## src/rtl/bvst_pkg.sv

```systemverilog
package bvst_pkg;

    // Default sizes
    localparam int DEPTH_DEF       = 16;
    localparam int VALUE_WIDTH_DEF = 32;

    // Fixed field widths
    localparam int REQ_W       = 2;
    localparam int ST_W        = 2;
    localparam int CAP_W       = 5;
    localparam int COUNT_OUT_W = 5;

    // Config port
    localparam int APB_ADDR_W = 3;
    localparam int APB_DATA_W = 32;
    localparam logic [CAP_W-1:0] CAP_RESET = 5'd16;

    // Request kinds (kind 3 is a no-op)
    localparam logic [REQ_W-1:0] REQ_ADD = 2'd0;
    localparam logic [REQ_W-1:0] REQ_DEL = 2'd1;
    localparam logic [REQ_W-1:0] REQ_CHK = 2'd2;

    typedef enum logic [ST_W-1:0] {
        ST_OK      = 2'd0,
        ST_FULL    = 2'd1,
        ST_EMPTY   = 2'd2,
        ST_MISSING = 2'd3
    } status_t;

    // Controller -> datapath
    typedef struct packed {
        logic    load;
        logic    do_add;
        logic    start_search;
        logic    step_search;
        logic    start_shift;
        logic    step_shift;
        logic    dec_count;
        logic    set_res;
        status_t res_status;
        logic    res_found;
        logic    emit;
    } ctl_cmd_t;

    // Datapath -> controller
    typedef struct packed {
        logic [REQ_W-1:0] req_type;
        logic             count_zero;
        logic             add_full;
        logic             hit;
        logic             miss;
        logic             shift_done;
        logic             out_free;
    } dp_stat_t;

endpackage

```

## src/rtl/bvst_ram.sv

```systemverilog
module bvst_ram #(
    parameter int WIDTH = 32,
    parameter int DEPTH = 16,
    localparam int AW = (DEPTH > 1) ? $clog2(DEPTH) : 1
) (
    input  logic             aclk,
    input  logic             we,
    input  logic [AW-1:0]    waddr,
    input  logic [WIDTH-1:0] wdata,
    input  logic [AW-1:0]    raddr,
    output logic [WIDTH-1:0] rdata
);

    logic [WIDTH-1:0] mem [DEPTH];
    logic [WIDTH-1:0] rdata_reg;

    always_ff @(posedge aclk) begin
        if (we) begin
            mem[waddr] <= wdata;
        end
        rdata_reg <= mem[raddr];
    end

    assign rdata = rdata_reg;

endmodule

```

## src/rtl/bvst_datapath.sv

```systemverilog
module bvst_datapath #(
    parameter int DEPTH       = bvst_pkg::DEPTH_DEF,
    parameter int VALUE_WIDTH = bvst_pkg::VALUE_WIDTH_DEF
) (
    input  logic                            aclk,
    input  logic                            aresetn,
    input  bvst_pkg::ctl_cmd_t              cmd,
    output bvst_pkg::dp_stat_t              stat,
    input  logic [bvst_pkg::CAP_W-1:0]      cap,
    input  logic [bvst_pkg::REQ_W-1:0]      in_req,
    input  logic [VALUE_WIDTH-1:0]          in_value,
    output logic                            out_valid,
    input  logic                            out_ready,
    output bvst_pkg::status_t               out_status,
    output logic                            out_found,
    output logic [bvst_pkg::COUNT_OUT_W-1:0] out_count
);

    localparam int CW = $clog2(DEPTH + 1);
    localparam int AW = (DEPTH > 1) ? $clog2(DEPTH) : 1;
    localparam int MW = (CW > bvst_pkg::CAP_W) ? CW : bvst_pkg::CAP_W;

    logic [bvst_pkg::REQ_W-1:0] req_reg;
    logic [VALUE_WIDTH-1:0]     value_reg;
    logic [CW-1:0]              count_reg;
    logic [CW-1:0]              ptr_reg;
    logic                       pend_vld_reg;
    logic [CW-1:0]              pend_idx_reg;
    bvst_pkg::status_t          res_status_reg;
    logic                       res_found_reg;
    logic                       out_vld_reg;
    bvst_pkg::status_t          out_status_reg;
    logic                       out_found_reg;
    logic [bvst_pkg::COUNT_OUT_W-1:0] out_count_reg;

    logic [MW-1:0]          cap_ext;
    logic [MW-1:0]          eff_cap;
    logic [MW-1:0]          count_ext;
    logic                   ptr_lt_count;
    logic [CW-1:0]          pend_prev;
    logic                   ram_we;
    logic [AW-1:0]          ram_waddr;
    logic [VALUE_WIDTH-1:0] ram_wdata;
    logic [VALUE_WIDTH-1:0] ram_rdata;

    // capacity saturates at DEPTH
    assign cap_ext   = MW'(cap);
    assign eff_cap   = (cap_ext > MW'(DEPTH)) ? MW'(DEPTH) : cap_ext;
    assign count_ext = MW'(count_reg);

    assign ptr_lt_count = ptr_reg < count_reg;
    assign pend_prev    = pend_idx_reg - CW'(1);

    // add appends at count; shift moves slot i+1 down to slot i
    assign ram_we    = cmd.do_add || (cmd.step_shift && pend_vld_reg);
    assign ram_waddr = cmd.do_add ? count_reg[AW-1:0] : pend_prev[AW-1:0];
    assign ram_wdata = cmd.do_add ? value_reg : ram_rdata;

    bvst_ram #(
        .WIDTH (VALUE_WIDTH),
        .DEPTH (DEPTH)
    ) u_ram (
        .aclk  (aclk),
        .we    (ram_we),
        .waddr (ram_waddr),
        .wdata (ram_wdata),
        .raddr (ptr_reg[AW-1:0]),
        .rdata (ram_rdata)
    );

    always_comb begin
        stat.req_type   = req_reg;
        stat.count_zero = (count_reg == '0);
        stat.add_full   = (count_ext >= eff_cap);
        stat.hit        = pend_vld_reg && (ram_rdata == value_reg);
        stat.miss       = !pend_vld_reg && !ptr_lt_count;
        stat.shift_done = !pend_vld_reg && !ptr_lt_count;
        stat.out_free   = !out_vld_reg || out_ready;
    end

    // control state
    always_ff @(posedge aclk) begin
        if (!aresetn) begin
            count_reg    <= '0;
            ptr_reg      <= '0;
            pend_vld_reg <= 1'b0;
            pend_idx_reg <= '0;
            out_vld_reg  <= 1'b0;
        end else begin
            if (cmd.do_add) begin
                count_reg <= count_reg + CW'(1);
            end else if (cmd.dec_count) begin
                count_reg <= count_reg - CW'(1);
            end

            if (cmd.start_shift) begin
                ptr_reg      <= pend_idx_reg + CW'(1);
                pend_vld_reg <= 1'b0;
            end else if (cmd.start_search) begin
                ptr_reg      <= '0;
                pend_vld_reg <= 1'b0;
            end else if (cmd.step_search || cmd.step_shift) begin
                if (ptr_lt_count) begin
                    pend_vld_reg <= 1'b1;
                    pend_idx_reg <= ptr_reg;
                    ptr_reg      <= ptr_reg + CW'(1);
                end else begin
                    pend_vld_reg <= 1'b0;
                end
            end

            if (cmd.emit) begin
                out_vld_reg <= 1'b1;
            end else if (out_ready) begin
                out_vld_reg <= 1'b0;
            end
        end
    end

    // payload
    always_ff @(posedge aclk) begin
        if (cmd.load) begin
            req_reg   <= in_req;
            value_reg <= in_value;
        end
        if (cmd.set_res) begin
            res_status_reg <= cmd.res_status;
            res_found_reg  <= cmd.res_found;
        end
        if (cmd.emit) begin
            out_status_reg <= res_status_reg;
            out_found_reg  <= res_found_reg;
            out_count_reg  <= count_ext[bvst_pkg::COUNT_OUT_W-1:0];
        end
    end

    assign out_valid  = out_vld_reg;
    assign out_status = out_status_reg;
    assign out_found  = out_found_reg;
    assign out_count  = out_count_reg;

endmodule

```

## src/rtl/bvst_ctrl.sv

```systemverilog
module bvst_ctrl (
    input  logic               aclk,
    input  logic               aresetn,
    input  logic               in_valid,
    output logic               in_ready,
    input  bvst_pkg::dp_stat_t stat,
    output bvst_pkg::ctl_cmd_t cmd
);

    typedef enum logic [2:0] {
        S_IDLE,
        S_DISPATCH,
        S_SEARCH,
        S_SHIFT,
        S_RESULT
    } state_t;

    state_t state_reg;
    state_t state_next;

    assign in_ready = (state_reg == S_IDLE);

    always_comb begin
        cmd        = '0;
        state_next = state_reg;
        case (state_reg)
            S_IDLE: begin
                if (in_valid) begin
                    cmd.load   = 1'b1;
                    state_next = S_DISPATCH;
                end
            end
            S_DISPATCH: begin
                cmd.set_res    = 1'b1;
                cmd.res_status = bvst_pkg::ST_OK;
                state_next     = S_RESULT;
                case (stat.req_type)
                    bvst_pkg::REQ_ADD: begin
                        if (stat.add_full) begin
                            cmd.res_status = bvst_pkg::ST_FULL;
                        end else begin
                            cmd.do_add = 1'b1;
                        end
                    end
                    bvst_pkg::REQ_DEL: begin
                        if (stat.count_zero) begin
                            cmd.res_status = bvst_pkg::ST_EMPTY;
                        end else begin
                            cmd.set_res      = 1'b0;
                            cmd.start_search = 1'b1;
                            state_next       = S_SEARCH;
                        end
                    end
                    bvst_pkg::REQ_CHK: begin
                        if (!stat.count_zero) begin
                            cmd.set_res      = 1'b0;
                            cmd.start_search = 1'b1;
                            state_next       = S_SEARCH;
                        end
                    end
                    default: begin
                        // unused kind: plain OK, nothing changes
                    end
                endcase
            end
            S_SEARCH: begin
                cmd.step_search = 1'b1;
                if (stat.hit) begin
                    if (stat.req_type == bvst_pkg::REQ_DEL) begin
                        cmd.start_shift = 1'b1;
                        state_next      = S_SHIFT;
                    end else begin
                        cmd.set_res    = 1'b1;
                        cmd.res_status = bvst_pkg::ST_OK;
                        cmd.res_found  = 1'b1;
                        state_next     = S_RESULT;
                    end
                end else if (stat.miss) begin
                    cmd.set_res    = 1'b1;
                    cmd.res_status = (stat.req_type == bvst_pkg::REQ_DEL) ?
                                     bvst_pkg::ST_MISSING : bvst_pkg::ST_OK;
                    state_next     = S_RESULT;
                end
            end
            S_SHIFT: begin
                cmd.step_shift = 1'b1;
                if (stat.shift_done) begin
                    cmd.dec_count  = 1'b1;
                    cmd.set_res    = 1'b1;
                    cmd.res_status = bvst_pkg::ST_OK;
                    cmd.res_found  = 1'b1;
                    state_next     = S_RESULT;
                end
            end
            S_RESULT: begin
                if (stat.out_free) begin
                    cmd.emit   = 1'b1;
                    state_next = S_IDLE;
                end
            end
            default: begin
                state_next = S_IDLE;
            end
        endcase
    end

    always_ff @(posedge aclk) begin
        if (!aresetn) begin
            state_reg <= S_IDLE;
        end else begin
            state_reg <= state_next;
        end
    end

endmodule

```

## src/rtl/bounded_value_set_table_top.sv

```systemverilog
// Channel   Dir  Fields (tdata, lowest bit first)                Handshake
// s_        in   req_type[1:0], value[VALUE_WIDTH-1:0], zero pad  tvalid/tready
// m_        out  status[1:0], found, count[4:0]                   tvalid/tready
// apb       in   capacity at byte address 0                       psel/penable, pready=1
//
// Flow of a word: add, kind 3, or delete/check on an empty table go straight to the result;
// check or delete reads slots in order from slot 0 up to the first match (up to count on a
// miss); a delete hit then shifts each later slot down one place through the one-read RAM.
// Reset: synchronous, active low; count to 0, capacity to 16, entry RAM left as is.
// A finished result waits in the m_ output register while the next word is taken
// and worked on; only that word's own result holds on m_tready.
module bounded_value_set_table_top #(
    parameter int DEPTH       = bvst_pkg::DEPTH_DEF,
    parameter int VALUE_WIDTH = bvst_pkg::VALUE_WIDTH_DEF,
    localparam int S_TDATA_W  = ((bvst_pkg::REQ_W + VALUE_WIDTH + 7) / 8) * 8
) (
    input  logic                            aclk,
    input  logic                            aresetn,

    input  logic                            s_tvalid,
    output logic                            s_tready,
    input  logic [S_TDATA_W-1:0]            s_tdata,   // req_type, value, pad

    output logic                            m_tvalid,
    input  logic                            m_tready,
    output logic [7:0]                      m_tdata,   // status, found, count

    input  logic                            psel,
    input  logic                            penable,
    input  logic                            pwrite,
    input  logic [bvst_pkg::APB_ADDR_W-1:0] paddr,
    input  logic [bvst_pkg::APB_DATA_W-1:0] pwdata,
    output logic [bvst_pkg::APB_DATA_W-1:0] prdata,
    output logic                            pready
);

    logic [bvst_pkg::CAP_W-1:0]       cap_reg;
    logic                             cap_sel;
    bvst_pkg::ctl_cmd_t               cmd;
    bvst_pkg::dp_stat_t               stat;
    bvst_pkg::status_t                out_status;
    logic                             out_found;
    logic [bvst_pkg::COUNT_OUT_W-1:0] out_count;

    // Only register 0 exists; byte address 4 and up is ignored.
    assign cap_sel = (paddr[bvst_pkg::APB_ADDR_W-1] == 1'b0);
    assign pready  = 1'b1;
    assign prdata  = cap_sel ? bvst_pkg::APB_DATA_W'(cap_reg) : '0;

    always_ff @(posedge aclk) begin
        if (!aresetn) begin
            cap_reg <= bvst_pkg::CAP_RESET;
        end else if (psel && penable && pwrite && pready && cap_sel) begin
            cap_reg <= pwdata[bvst_pkg::CAP_W-1:0];
        end
    end

    bvst_ctrl u_ctrl (
        .aclk     (aclk),
        .aresetn  (aresetn),
        .in_valid (s_tvalid),
        .in_ready (s_tready),
        .stat     (stat),
        .cmd      (cmd)
    );

    bvst_datapath #(
        .DEPTH       (DEPTH),
        .VALUE_WIDTH (VALUE_WIDTH)
    ) u_dp (
        .aclk       (aclk),
        .aresetn    (aresetn),
        .cmd        (cmd),
        .stat       (stat),
        .cap        (cap_reg),
        .in_req     (s_tdata[bvst_pkg::REQ_W-1:0]),
        .in_value   (s_tdata[bvst_pkg::REQ_W +: VALUE_WIDTH]),
        .out_valid  (m_tvalid),
        .out_ready  (m_tready),
        .out_status (out_status),
        .out_found  (out_found),
        .out_count  (out_count)
    );

    assign m_tdata = {out_count, out_found, out_status};

endmodule

```

## config.mk

```make
export PLATFORM = sky130hd
export DESIGN_NAME = bounded_value_set_table_top
export DESIGN_NICKNAME = d
export VERILOG_FILES = /design/src/rtl/bvst_pkg.sv /design/src/rtl/bvst_ram.sv /design/src/rtl/bvst_datapath.sv /design/src/rtl/bvst_ctrl.sv /design/src/rtl/bounded_value_set_table_top.sv
export SDC_FILE = /design/constraint.sdc
export NUM_CORES = 1
export LEC_CHECK = 0
export BUFFER_PORTS_ARGS = -buffer_cell sky130_fd_sc_hd__buf_2
export CAP_MARGIN = 20
export CORE_ASPECT_RATIO = 0.8
export CORE_MARGIN = 4
export CORE_UTILIZATION = 55
export DETAILED_ROUTE_END_ITERATION = 10
export PLACE_DENSITY = 0.74
export REMOVE_ABC_BUFFERS = 1
export SYNTH_ARGS = -nofsm -noshare
export SYNTH_HDL_FRONTEND = slang
export SYNTH_SLANG_ARGS = --single-unit
```

## constraint.sdc

```tcl
create_clock -name aclk -period 4.61 [get_ports aclk]
set_clock_uncertainty 0.2 [all_clocks]
set_input_delay 0.6915 -clock aclk [delete_from_list [all_inputs] [get_ports aclk]]
set_output_delay 0.6915 -clock aclk [all_outputs]
set_load 0.01 [all_outputs]
```

==> summary.md <==
| Metric | Value |
|---|---|
| Path class of the lowest-slack min-delay path | `input pin to flop` |
| Fraction of registers with async set/reset | `0%` |
| Maximum number of buffers from clock root to sink | `3` |
| CTS clk-pin slew, worst paths | `around 60 ps` |
| Minimum period implied by the final worst setup slack | `4160 ps` |
| Initial cell density of the core | `55.9%` |
| Part of the cycle the worst path needs | `between 90 and 100%` |
| Share of synthesized area occupied by flip-flops and latches | `73.6%` |
| Per-instance average area after synthesis | `between 15 and 20 µm²` |
| WP data required | `approximately 4700 ps` |
| Clock Sink Count | `between 600 and 700` |
| Number of levels the H-tree was split into | `2` |
| Yosys cell types | `58` |
| Final critical-path setup slack | `around 450 ps` |
| Count of warnings emitted by yosys | `0` |
| Dominant combinational cell family by area after synthesis | `multiplexers` |
| Utilization after layout | `between 60% and 70%` |
| Cell area after technology mapping | `24300 µm²` |
| Clock latency on the worst-skew pair | `between 600 and 700 ps` |
| Number of antenna violations at the first check in global routing | `0` |
| Number of global-route vias before repair | `roughly 12k` |
| Headroom to the max-slew limit | `a little under a quarter` |
| CTS buffer count | `57` |
| Hold Vio Cnt, Final | `0` |
| Vias per cell | `between 6 and 7` |
| Area share of the leading cell type in the synthesized netlist | `between 60% and 70%` |
| Total wire length | `a little over 50000 µm` |
| Maximum VDD drop | `~0.29 mV` |
| Worst Path Buf+Inv | `3` |
| Unrepaired setup endpoints after global routing | `false` |
| Largest driver fanout on the critical path | `23` |
| Worst slack on hold paths | `around 50 ps` |
| Via count of the routed design | `11.8k` |
| Top cell family by delay on the critical path | `simple AND/OR/NAND/NOR gates` |
| Cts hold-fix bufs | `0` |
| Routed length per placed instance | `approximately 26 µm` |
| Clock tree from TritonCTS | `built` |
| Overall routing resource usage | `around a fifth` |
| Total of max-cap violations | `0` |
| Post-Synthesis Cells | `around 1.2k` |
| Arrival time at the worst endpoint | `approximately 4200 ps` |
| Total die area | `47600 µm²` |
| Sort of element at the end of the critical path | `flop` |
| Total power divided by cell area | `between 400 and 500 nW/µm²` |
| Setup Fix Bufs, Post-CTS | `0` |
| Category of the most critical setup path | `flop to flop` |
| Slew of the pin with the lowest slew margin | `~1200 ps` |
| Number of nets with antenna violations after routing | `0` |
| Status | `complete, no violations` |
| Pre-CTS setup slack | `around 540 ps` |
| Xor/xnor share of the synthesized area | `1.44%` |
| Highest-count cells in the layout ignoring fill and taps | `sky130_fd_sc_hd__edfxtp_1 (557), sky130_fd_sc_hd__mux4_2 (160), sky130_fd_sc_hd__nand2_1 (119), sky130_fd_sc_hd__buf_2 (61), sky130_fd_sc_hd__clkbuf_16 (58)` |
| Violation count after the first detailed-route iteration | `between 1k and 1.5k` |
| Cell type with the highest occurrence count on the critical path | `sky130_fd_sc_hd__a21oi_1` |
| Max reg flops | `a little over 500` |
| Number of antenna cells inserted | `0` |
| Largest net degree at the start of global routing | `between 100 and 150` |
| Highest Clock Rate | `between 200 and 250 MHz` |
| Critical-path top delay cell | `sky130_fd_sc_hd__nor3_2` |
| RePlAce Congestion | `0.842` |
| IO Count | `between 100 and 150` |
| R2R Path Start | `u_dp.count_ext[0]$_SDFFE_PN0P_` |
| Post-layout nets | `1423` |
| Critical path launch point type | `flop` |
| Leading cell type in the layout, fill and taps excluded | `sky130_fd_sc_hd__edfxtp_1` |
| Gates resized, CTS repair | `0` |
| Simple-gate area share of the yosys netlist | `under 10%` |
| Cell Rows | `between 60 and 70` |
| Synthesized flop and latch total | `slightly above 600` |
| Proportion of synthesized area in mux cells | `15.3%` |
| Area leader, netlist | `sky130_fd_sc_hd__edfxtp_1` |
| # DRC | `0` |
| Cell breakdown of the critical path | `inv_1 > ha_1 > nand2b_1 > a21oi_1 > o211ai_2 > nand2_2 > inv_2 > a21oi_1 > nor3_2 > buf_12` |
| Fraction of final layout cells with drive strength greater than 1 | `27.5%` |
| Delay of the slowest cell on the worst path | `960 ps` |
| Number of flops mapped to enable cells by yosys | `approximately 560` |
| Signed area change from the synthesized netlist to the final layout | `11.9%` |
| Arithmetic-cell share of the synthesized area counting full adders, half adders and majority gates | `less than 1%` |
| Cell types occupying the most area after synthesis | `sky130_fd_sc_hd__edfxtp_1 (69%), sky130_fd_sc_hd__mux4_2 (15%), sky130_fd_sc_hd__dfxtp_1 (4.7%)` |
| CTS root buffer | `sky130_fd_sc_hd__clkbuf_16` |
| HPWL Detailed | `~26000 µm` |
| Static Leakage | `0.00869 µW` |
| Vertical extent of the die | `196 µm` |
| Number of input and output port buffers inserted | `61` |
| Setup Viol. Count Final | `0` |
| Compound-gate portion of the synthesized area | `under 10%` |
| Wire length of the first global-routing pass | `76400 µm` |
| Startpoint of the worst hold path | `s_tdata[3]` |
| Core box area | `~43000 µm²` |
| Dominant synthesized flop cell | `sky130_fd_sc_hd__edfxtp_1` |
| CP Launch Point | `u_dp.count_ext[0]$_SDFFE_PN0P_` |
| Final Slew Violations | `0` |
| Overall overflow remaining after global route | `0` |
| Width of the chip | `about 240 µm` |
| Iteration count of the initial detailed-routing pass | `5` |
==> routing by layer <==
metal	wire length [µm]	GRT usage, %	up-vias
li1	-	-	5085
met1	21700	32.5	6185
met2	24500	34.1	469
met3	3510	3.09	57
met4	746	4.08	0
met5	0	0	-
==> metrics by stage <==
step	setup TNS, ps	instances	total power (µW)	area (µm²)
floorplan	-387180	1171	6420	23800
global placement	0	1824	6530	25300
detailed placement	0	1824	6540	25300
CTS	0	1932	11200	27200
global route	0	1932	11500	27200
finish	0	1932	11100	27200
==> cell usage after synthesis, types with 6 or more instances <==
| cell | count |
|---|---|
| sky130_fd_sc_hd__edfxtp_1 | 557 |
| sky130_fd_sc_hd__mux4_2 | 160 |
| sky130_fd_sc_hd__nand2_1 | 119 |
| sky130_fd_sc_hd__dfxtp_1 | 57 |
| sky130_fd_sc_hd__nor3_1 | 35 |
| sky130_fd_sc_hd__buf_4 | 30 |
| sky130_fd_sc_hd__xnor2_1 | 30 |
| sky130_fd_sc_hd__a21oi_1 | 22 |
| sky130_fd_sc_hd__clkbuf_1 | 22 |
| sky130_fd_sc_hd__ha_1 | 17 |
| sky130_fd_sc_hd__buf_2 | 16 |
| sky130_fd_sc_hd__inv_1 | 14 |
| sky130_fd_sc_hd__buf_6 | 13 |
| sky130_fd_sc_hd__nor2_1 | 12 |
| sky130_fd_sc_hd__mux2i_1 | 10 |
| sky130_fd_sc_hd__xor2_1 | 10 |
| sky130_fd_sc_hd__nand3_1 | 9 |
| sky130_fd_sc_hd__nor2b_1 | 8 |
| sky130_fd_sc_hd__a31oi_1 | 7 |
| sky130_fd_sc_hd__o21ai_0 | 7 |
| sky130_fd_sc_hd__a211oi_1 | 6 |
| sky130_fd_sc_hd__nand4_1 | 6 |
==> path summary, 6_finish.rpt <==
kind / endpoint / slack, ps / cells after the start
setup / recovery: u_dp.u_ram.mem[3][24]$_DFFE_PP_ / 450 / 10
hold reg to reg: u_dp.out_status[0]$_DFFE_PP_ / 220 / 0
hold / removal: u_dp.value_reg[1]$_DFFE_PP_ / 50 / 1
setup reg to reg: u_dp.u_ram.mem[3][24]$_DFFE_PP_ / 450 / 10
==> area by class of cell <==
cell class	instances	area [µm²]
Sequential cell	614	17900
Clock inverter	29	327
Multi-Input combinational cell	541	5980
Inverter	16	60.1
Timing Repair Buffer	93	646
Tap cell	560	701
Clock buffer	79	1570
Fill cell	2947	16200
==> worst reg2reg max path, delay by kind of cell (launching register included) <==
family                     cells  cell delay (ps)
and+or+nand+nor                3             1320
buffers and inverters          3              850
AOI/OAI and AO/OA              3              660
DFF                            1              480
adders and majority gates      1              310
==> where the power goes <==
group / internal [µW] / switching [µW]
Clock: 2680 / 2010
Combinational: 87.5 / 197
Sequential: 6100 / 36.6
==> kinds of logic (layout without fill, tap and decap cells) <==
family,Yosys count,in the layout
AND/OR/NAND/NOR,220,220
adder cells (fa/ha/maj),18,18
multiplexers,171,171
AO/OA/AOI/OAI,64,64
XOR/XNOR,40,40
buffers and inverters,101,217
flip-flops,614,614
other,2,28
No activity file was read; power rests on OpenSTA's default activity.
